### src/rtl/dmc_pkg.sv
// Package with the shared types, constants and helpers of the direct-mapped cache RAM.
package dmc_pkg;

  localparam int STORE_BYTES = 8192;
  localparam int STORE_WORDS = STORE_BYTES / 4;
  localparam int WORD_AW     = $clog2(STORE_WORDS);
  localparam int BYTE_AW     = $clog2(STORE_BYTES);
  localparam int PAGE_W      = 32 - BYTE_AW;

  localparam logic [31:0] DATA_WIN_BASE = 32'h0001_2000;
  localparam logic [31:0] CC_WIN_BASE   = 32'h0001_4000;
  localparam logic [7:0]  OUT_OF_WINDOW = 8'hFF;

  localparam int ENTRY_COUNT_DEF    = 2048;
  localparam int INDEX_SHIFT_DEF    = 2;
  localparam int TAG_SHIFT_DEF      = 13;
  localparam int COND_TAG_SHIFT_DEF = 8;
  localparam int VALID_BIT_DEF      = 0;

  typedef enum logic [2:0] {
    REQ_RD_DATA = 3'd0,
    REQ_WR_DATA = 3'd1,
    REQ_RD_CC   = 3'd2,
    REQ_WR_CC   = 3'd3,
    REQ_LOOKUP  = 3'd4,
    REQ_FILL    = 3'd5,
    REQ_INVAL   = 3'd6
  } req_type_t;

  typedef enum logic [1:0] {
    ST_CLEAR,
    ST_IDLE,
    ST_RESP,
    ST_INVAL
  } state_t;

  typedef struct packed {
    req_type_t   req_type;
    logic [31:0] bus_address;
    logic [31:0] write_value;
  } in_beat_t;

  typedef struct packed {
    logic [7:0]  read_byte;
    logic        hit;
    logic [31:0] hit_word;
  } out_beat_t;

  typedef struct packed {
    logic               we;
    logic               re;
    logic [WORD_AW-1:0] addr;
    logic [31:0]        wdata;
  } ram_req_t;

  function automatic logic in_window(logic [31:0] addr, logic [31:0] base);
    return addr[31:BYTE_AW] == base[31:BYTE_AW];
  endfunction

  function automatic logic [7:0] get_lane(logic [31:0] w, logic [1:0] lane);
    logic [7:0] b;
    case (lane)
      2'd0:    b = w[31:24];
      2'd1:    b = w[23:16];
      2'd2:    b = w[15:8];
      default: b = w[7:0];
    endcase
    return b;
  endfunction

  function automatic logic [31:0] put_lane(logic [31:0] w, logic [1:0] lane, logic [7:0] b);
    logic [31:0] r;
    r = w;
    case (lane)
      2'd0:    r[31:24] = b;
      2'd1:    r[23:16] = b;
      2'd2:    r[15:8]  = b;
      default: r[7:0]   = b;
    endcase
    return r;
  endfunction

endpackage

### src/rtl/dmc_ctrl.sv
// Sequencer and datapath: request decode, read-modify-write, clearing sweeps and result register.
module dmc_ctrl #(
  parameter int ENTRY_COUNT    = dmc_pkg::ENTRY_COUNT_DEF,
  parameter int INDEX_SHIFT    = dmc_pkg::INDEX_SHIFT_DEF,
  parameter int TAG_SHIFT      = dmc_pkg::TAG_SHIFT_DEF,
  parameter int COND_TAG_SHIFT = dmc_pkg::COND_TAG_SHIFT_DEF,
  parameter int VALID_BIT      = dmc_pkg::VALID_BIT_DEF
) (
  input  logic                clk,
  input  logic                rst_n,
  input  logic                in_valid,
  output logic                in_stall,
  input  dmc_pkg::in_beat_t   in_data,
  output logic                out_valid,
  input  logic                out_stall,
  output dmc_pkg::out_beat_t  out_data,
  input  logic                cfg_wr_en,
  input  logic                cfg_wr_data,
  output dmc_pkg::ram_req_t   data_req,
  input  logic [31:0]         data_rdata,
  output dmc_pkg::ram_req_t   cond_req,
  input  logic [31:0]         cond_rdata
);

  localparam logic [31:0] IDX_MASK   = 32'(ENTRY_COUNT - 1);
  localparam logic [31:0] WORD_LIMIT = 32'(dmc_pkg::STORE_WORDS);
  localparam logic [dmc_pkg::WORD_AW-1:0] LAST_WORD = dmc_pkg::WORD_AW'(dmc_pkg::STORE_WORDS - 1);

  dmc_pkg::state_t               state_r, state_nxt;
  logic [dmc_pkg::WORD_AW-1:0]   cnt_r, cnt_nxt;
  dmc_pkg::in_beat_t             req_r, req_nxt;
  logic                          present_r, present_nxt;
  logic                          out_valid_r, out_valid_nxt;
  dmc_pkg::out_beat_t            out_data_r, out_data_nxt;

  logic                          accept;
  logic                          leave_resp;
  logic [31:0]                   in_idx, req_idx;
  logic                          in_ok, req_ok;
  logic [31:0]                   fill_cc;
  logic [dmc_pkg::WORD_AW-1:0]   in_waddr;
  dmc_pkg::out_beat_t            result;

  assign accept     = in_valid && !in_stall;
  assign leave_resp = (state_r == dmc_pkg::ST_RESP) && (!out_valid_r || !out_stall);

  assign in_idx   = (in_data.bus_address >> INDEX_SHIFT) & IDX_MASK;
  assign in_ok    = in_idx < WORD_LIMIT;
  assign req_idx  = (req_r.bus_address >> INDEX_SHIFT) & IDX_MASK;
  assign req_ok   = req_idx < WORD_LIMIT;
  assign fill_cc  = ((in_data.bus_address >> TAG_SHIFT) << COND_TAG_SHIFT) |
                    (32'd1 << VALID_BIT);

  always_comb begin
    unique case (in_data.req_type) inside
      dmc_pkg::REQ_LOOKUP, dmc_pkg::REQ_FILL: in_waddr = in_idx[dmc_pkg::WORD_AW-1:0];
      default: in_waddr = in_data.bus_address[dmc_pkg::BYTE_AW-1:2];
    endcase
  end

  always_comb begin
    result = '0;
    unique case (req_r.req_type)
      dmc_pkg::REQ_RD_DATA: begin
        result.read_byte = dmc_pkg::in_window(req_r.bus_address, dmc_pkg::DATA_WIN_BASE) ?
                           dmc_pkg::get_lane(data_rdata, req_r.bus_address[1:0]) :
                           dmc_pkg::OUT_OF_WINDOW;
      end
      dmc_pkg::REQ_RD_CC: begin
        result.read_byte = dmc_pkg::in_window(req_r.bus_address, dmc_pkg::CC_WIN_BASE) ?
                           dmc_pkg::get_lane(cond_rdata, req_r.bus_address[1:0]) :
                           dmc_pkg::OUT_OF_WINDOW;
      end
      dmc_pkg::REQ_LOOKUP: begin
        if (present_r && req_ok && cond_rdata[VALID_BIT] &&
            ((cond_rdata >> COND_TAG_SHIFT) == (req_r.bus_address >> TAG_SHIFT))) begin
          result.hit      = 1'b1;
          result.hit_word = data_rdata;
        end
      end
      default: result = '0;
    endcase
  end

  always_comb begin
    state_nxt = state_r;
    unique case (state_r)
      dmc_pkg::ST_CLEAR: begin
        if (cnt_r == LAST_WORD) state_nxt = dmc_pkg::ST_IDLE;
      end
      dmc_pkg::ST_IDLE: begin
        if (accept) begin
          state_nxt = (in_data.req_type == dmc_pkg::REQ_INVAL) ? dmc_pkg::ST_INVAL :
                                                                 dmc_pkg::ST_RESP;
        end
      end
      dmc_pkg::ST_INVAL: begin
        if (cnt_r == LAST_WORD) state_nxt = dmc_pkg::ST_RESP;
      end
      dmc_pkg::ST_RESP: begin
        if (leave_resp) state_nxt = dmc_pkg::ST_IDLE;
      end
      default: state_nxt = dmc_pkg::ST_CLEAR;
    endcase
  end

  always_comb begin
    in_stall      = 1'b1;
    cnt_nxt       = cnt_r;
    req_nxt       = req_r;
    data_req      = '0;
    cond_req      = '0;
    out_data_nxt  = out_data_r;
    out_valid_nxt = out_valid_r && out_stall;
    present_nxt   = cfg_wr_en ? cfg_wr_data : present_r;
    unique case (state_r)
      dmc_pkg::ST_CLEAR: begin
        data_req.we   = 1'b1;
        data_req.addr = cnt_r;
        cond_req.we   = 1'b1;
        cond_req.addr = cnt_r;
        cnt_nxt       = cnt_r + 1'b1;
      end
      dmc_pkg::ST_IDLE: begin
        in_stall      = 1'b0;
        cnt_nxt       = '0;
        data_req.addr = in_waddr;
        cond_req.addr = in_waddr;
        if (accept) begin
          req_nxt     = in_data;
          data_req.re = 1'b1;
          cond_req.re = 1'b1;
          if (in_data.req_type == dmc_pkg::REQ_FILL && present_r && in_ok) begin
            data_req.we    = 1'b1;
            data_req.re    = 1'b0;
            data_req.wdata = in_data.write_value;
            cond_req.we    = 1'b1;
            cond_req.re    = 1'b0;
            cond_req.wdata = fill_cc;
          end
        end
      end
      dmc_pkg::ST_INVAL: begin
        cond_req.we   = 1'b1;
        cond_req.addr = cnt_r;
        cnt_nxt       = cnt_r + 1'b1;
      end
      dmc_pkg::ST_RESP: begin
        data_req.addr  = req_r.bus_address[dmc_pkg::BYTE_AW-1:2];
        cond_req.addr  = req_r.bus_address[dmc_pkg::BYTE_AW-1:2];
        data_req.wdata = dmc_pkg::put_lane(data_rdata, req_r.bus_address[1:0],
                                           req_r.write_value[7:0]);
        cond_req.wdata = dmc_pkg::put_lane(cond_rdata, req_r.bus_address[1:0],
                                           req_r.write_value[7:0]);
        if (leave_resp) begin
          out_valid_nxt = 1'b1;
          out_data_nxt  = result;
          data_req.we   = (req_r.req_type == dmc_pkg::REQ_WR_DATA) &&
                          dmc_pkg::in_window(req_r.bus_address, dmc_pkg::DATA_WIN_BASE);
          cond_req.we   = (req_r.req_type == dmc_pkg::REQ_WR_CC) &&
                          dmc_pkg::in_window(req_r.bus_address, dmc_pkg::CC_WIN_BASE);
        end
      end
      default: in_stall = 1'b1;
    endcase
  end

  always_ff @(posedge clk) begin
    if (!rst_n) begin
      state_r     <= dmc_pkg::ST_CLEAR;
      cnt_r       <= '0;
      present_r   <= 1'b1;
      out_valid_r <= 1'b0;
    end else begin
      state_r     <= state_nxt;
      cnt_r       <= cnt_nxt;
      present_r   <= present_nxt;
      out_valid_r <= out_valid_nxt;
    end
  end

  always_ff @(posedge clk) begin
    req_r      <= req_nxt;
    out_data_r <= out_data_nxt;
  end

  assign out_valid = out_valid_r;
  assign out_data  = out_data_r;

endmodule

### config.mk
export PLATFORM = sky130hd
export DESIGN_NAME = dmc_ctrl
export DESIGN_NICKNAME = d
export VERILOG_FILES = /design/src/rtl/dmc_pkg.sv /design/src/rtl/dmc_ctrl.sv
export SDC_FILE = /design/constraint.sdc
export NUM_CORES = 1
export LEC_CHECK = 0
export BUFFER_PORTS_ARGS = -buffer_cell sky130_fd_sc_hd__buf_2
export CORE_UTILIZATION = 28
export DETAILED_ROUTE_END_ITERATION = 7
export PLACE_DENSITY = 0.54
export SETUP_SLACK_MARGIN = 0.05
export SLEW_MARGIN = 20
export SYNTH_ARGS = -nofsm -noshare
export SYNTH_HDL_FRONTEND = slang
export SYNTH_SLANG_ARGS = --single-unit
### constraint.sdc
create_clock -name clk -period 10.7 [get_ports clk]
set_input_delay 0.535 -clock clk [delete_from_list [all_inputs] [get_ports clk]]
set_output_delay 0.535 -clock clk [all_outputs]
set_load 0.01 [all_outputs]
; ---- Word level (Yosys, flattened, before mapping)
; Cells that the tools add are included.
[op_classes]
n_addsub = 1
n_mul = 0
div = 0
magnitude_cmp = 2
eq_ne = 19
n_shift = 0
n_mux = 39
bitwise = 0
n_reduce_logical = 23
[ops]
columns = cell, n
row1 = one-hot mux 32 bit (2 select lines), 2
row2 = 2-to-1 mux 8 bit, 10
row3 = one-hot mux 11 bit (3 select lines), 2
row4 = 2-to-1 mux 32 bit, 2
row5 = 2-to-1 mux 27 bit, 2
row6 = one-hot mux 8 bit (3 select lines), 2
row7 = == test 19 x 4 -> 1 bit (second input constant), 2
row8 = 2-to-1 mux 33 bit, 1
row9 = == test 24 x 19 -> 1 bit, 1
row10 = < comparator 11 x 12 -> 1 bit (second input constant), 2
row11 = one-hot mux 11 bit (2 select lines), 1
row12 = one-hot mux 8 bit (2 select lines), 1
row13 = 2-to-1 mux 2 bit, 6
row14 = adder 11 x 1 -> 11 bit (second input constant), 1
row15 = == test 11 bit (second input constant), 1
row16 = logical AND 1 bit, 10
row17 = == test 3 bit (second input constant), 3
row18 = inequality test 2 bit (second input constant), 4
row19 = one-hot mux 2 bit (4 select lines), 1
row20 = 2-to-1 mux 1 bit, 7
row21 = == test 2 bit (second input constant), 3
row22 = == test 3 x 2 -> 1 bit (second input constant), 2
row23 = one-hot mux 1 bit (3 select lines), 2
row24 = AND reduction 2 bit, 3
row25 = 10 further kinds, 13
[totals]
regBits = 99
latch_bits = 0
ramBits = 0
romBits = 0
inputBits = 137
output_inout_bits = 133
word_cells = 94
mem_count = 0

; ---- Longest topological paths before layout
[depth]
ltp_word = 6
depth_mapped = 8
ltp_nobuf = 6

; ---- Least setup slack after synthesis
; No wires, ideal clock.
[synth_path]
kind = reg-to-output
start = register state_r[0]
end = output data_req[44] in the netlist's numbering
arrival_ns = 3.577
required_time_ns = 10.165
path_slack_ns = 6.588
stages_incl_launch_ff = 7
path_buffers = 0
path_cell_list = dfxtp_1 > inv_1 > ha_1 > a21boi_1 > nand4bb_1 > or4_1 > a21oi_1
[synth_lines]
columns = element, line_no
row1 = start: declaration, dmc_ctrl.sv:29  ; dmc_pkg::state_t state_r, state_nxt;
row2 = start signal: assignment, dmc_ctrl.sv:170  ; state_r <= dmc_pkg::ST_CLEAR;
row3 = start signal: assignment, dmc_ctrl.sv:175  ; state_r <= state_nxt;
row4 = end: declaration, dmc_ctrl.sv:19  ; output dmc_pkg::ram_req_t data_req,

==> summary.txt <==
Run status
  • Run status: finished, final reports clean

Clocking
  • Clock Root Buffer: clkbuf_16
  • CTS Buffer Depth: 2
  • Post-CTS Setup Inserts: 0
  • Cts repair resizes: 0
  • Skew-Pair Late Insertion Delay: roughly 360 ps
  • CTS sink cnt: 99
  • Hold buffers post-CTS: 0
  • H-tree lvl count: 3
  • Worst-path clk slew: about 70 ps
  • Num CTS Buffers: 9
  • CTS tree: yes

Timing
  • Period utilisation layout: about a third
  • Clock skew: between 6 and 7 ps
  • Final setup margin: roughly 7100 ps
  • Minimum clock period: between 3000 and 4000 ps
  • Worst slew margin: 32.8%
  • Slew Viols, Final: 0
  • RSZ-0062 raised after global routing: false
  • Hold Vio Cnt, Final: 0
  • Fmax: ~280 MHz
  • Worst-Margin Slew: roughly 1000 ps
  • Setup TNS: 0 ps
  • Final setup viols: 0

Setup path
  • Slowest-stage cell, CP: buf_4
  • CP Capture Type: output port
  • CP Data Required Time: around 10000 ps
  • Crit path kind: flip-flop to output port
  • Critical Path, Cell by Cell: inv_1 -> ha_1 -> buf_4 -> a21boi_4 -> buf_4 -> nand4bb_1 -> or4_1 -> a21oi_1 -> buf_2
  • Worst Path Max Fanout: 43
  • Worst Setup SP: state_r[0]
  • Max incr delay on CP: around 490 ps
  • CP most frequent cell: buf_4
  • FF-to-FF path depth: 4
  • R2R Path Start: req_r[64]
  • Reg2Reg Setup Slack: ~8000 ps
  • Arr. time, crit path: slightly above 3000 ps
  • Worst setup SP type: flip-flop
  • RR Endpoint: out_data[30]

Power
  • Switch share: 38.1%
  • Static Leakage: 0.00344 uW
  • Clock power share: about a quarter
  • Psw: slightly below 600 uW
  • PD cells: approximately 190 nW/um2
  • Peak supply drop: around 0.10 mV
  • Seq pwr share: 35.1%
  • Combinational share of power: 39.1%
  • Pint: ~940 uW

Detailed routing
  • Antenna-violating nets left: 0
  • Vias per inst: roughly 5.2
  • Vias: between 6000 and 7000
  • Drt first pass iters: 5
  • Remaining DRCs: 0
  • Wire per inst: 22.0 um
  • Routed WL: 25900 um
  • Starting DRT DRC Count: 420

Finish
  • FF/Latch Area: 2820 um2
  • Filler cell count: between 2000 and 2500
  • Area grow syn2layout: 30.2%
  • Multi-input logic area: approximately 3100 um2
  • Nets: between 1000 and 1500
  • Share of cells above drive strength 1: about two fifths
  • Antenna diode count: 0

Die
  • Die H: 152 um
  • Row count: 54
  • Core ar.: 21900 um2
  • Starting Density: between 20% and 30%
  • Die Width: between 150 and 200 um
  • Num ports: 270
  • Die ar.: roughly 23000 um2

Place
  • Setup WS pre-CTS: 7470 ps
  • IO buf count: roughly 270
  • Post-DP HPWL: roughly 20000 um
  • Routability cong.: just under 0.9

Yosys
  • Synthesized area: between 6000 and 7000 um2
  • Post-Synthesis Cells: 647
  • Syn_nets: 791
  • Avg Cell Area, Syn: a little under 10 um2
  • Seq cells post-synth: roughly 100
  • Register area share after synthesis: a little under half
  • Post-synth EDFFs: between 80 and 90
  • Most used DFF post-synth: edfxtp_1
  • Ys Warns: 0
  • Synth unique cells: 51
  • Synth async-reset ratio: 0%

Min path
  • Hold EP: req_r[33]
  • Worst hold path type: primary input to flip-flop
  • Worst Hold Depth: 1
  • HP Start: in_data[33]

Global routing
  • Vias in the first global route: just under 6000
  • Overall Global Routing Usage: about 22%
  • GRT overflow: 0
  • Initial antenna violation count: 2
  • Largest net degree at the start of global routing: between 60 and 70
  • First-pass GRT wire length: approximately 36000 um

Flow run
  • Max_cap viols: 0
synth_stat cells (all sizes together), types with 2 or more instances:
| library cell | instances | area (um2) |
|---|---|---|
| nand4b | 3 | 26.3 |
| nand2b | 4 | 25.0 |
| o21ai | 59 | 295 |
| a21oi | 66 | 330 |
| nand2 | 83 | 312 |
| dfxtp | 15 | 300 |
| nor2b | 5 | 31.3 |
| inv | 39 | 146 |
| or4 | 2 | 15.0 |
| xnor2 | 6 | 52.6 |
| o22ai | 8 | 50.1 |
| a21o | 5 | 37.5 |
| nand4 | 5 | 31.3 |
| ha | 7 | 87.6 |
| edfxtp | 84 | 2520 |
| and3 | 11 | 68.8 |
| a222oi | 11 | 110 |
| nor2 | 35 | 131 |
| clkbuf | 29 | 109 |
| mux4 | 16 | 360 |
| xor2 | 23 | 201 |
| nand3 | 2 | 10.0 |
| nor4 | 25 | 163 |
| nor3 | 34 | 315 |
| or2 | 2 | 12.5 |
| a22oi | 11 | 82.6 |
| mux2i | 3 | 30.0 |
| buf | 19 | 141 |
| and2 | 20 | 125 |
worst max-delay path: cells and delay by family (launching register included):
kind / cells / cell delay [ps]
buffers and inverters: 4 / 1100
flip-flops: 1 / 370
AND/OR/NAND/NOR: 2 / 570
adder cells (fa/ha/maj): 1 / 140
AO/OA/AOI/OAI: 2 / 490
state kept, by name (all words and copies together) (netlist names):
register and cells:
state_r 2, present_r 1, out_data 41, req_r 32, cnt_r 11, req_idx 11, out_valid 1
metrics by stage:
step	cells	area (um2)	utilization, %	hold WS (ps)	total power (uW)
2_1_floorplan	647	6260	-	463	875
3_3_place_gp	1157	7790	35.6	521	1130
3_5_place_dp	1157	7790	35.6	550	1140
4_1_cts	1173	8150	37.2	346	1530
5_1_grt	1173	8150	37.2	337	1600
6_report	1173	8150	37.2	356	1520
kinds of logic after synthesis:
| family | synth area share [%] |
|---|---|
| xor gates and xnor gates | 4.06 |
| muxes | 6.42 |
| DFF | 45.1 |
| buffers and inverters | 6.34 |
| and+or+nand+nor | 21.4 |
| AOI/OAI and AO/OA | 15.3 |
| adders and majority gates | 1.40 |
cell usage in the layout (no fill, tap or decap), types with 15 or more instances in the layout:
master,synthesis,layout
a21oi_1,66,66
nand2_1,83,82
nor4_1,24,24
edfxtp_1,84,84
nor3_2,29,30
o21ai_0,49,49
mux4_2,16,16
inv_1,39,38
buf_2,5,269
nor2_1,35,35
and2_1,20,20
dfxtp_1,15,15
xor2_1,23,23
power by group through the flow:
| stage | Clock (uW) | Combinational, uW | Sequential (uW) |
|---|---|---|---|
| finish | 393 | 594 | 534 |
| global route | 413 | 645 | 539 |
| CTS | 398 | 599 | 533 |
| detailed placement | 0 | 596 | 542 |
| global placement | 0 | 594 | 540 |
| floorplan | 0 | 323 | 551 |
layout make-up:
cell class	count	share of cell area (%)
clock buffer	9	2.76
clock inverter	7	1.63
inverter	39	1.80
multi-input combinational	461	37.5
sequential	99	34.6
tap	280	4.30
timing repair buffer	278	17.3
worst max-delay path by stage:
stage	endpoint	slack [ps]
finish	data_req[44]	7110
global route	data_req[44]	6870
global placement	data_req[44]	7500
CTS	data_req[44]	7070
floorplan	data_req[44]	6590
detailed placement	data_req[44]	7470
metal layers:
metal / part of all wire (%) / global-route usage (%)
met5: 0.10 / 0
met4: 2.1 / 6.29
met2: 51 / 40.8
met1: 39 / 26.3
met3: 7.7 / 4.04
(Power assumes the default switching activity.)
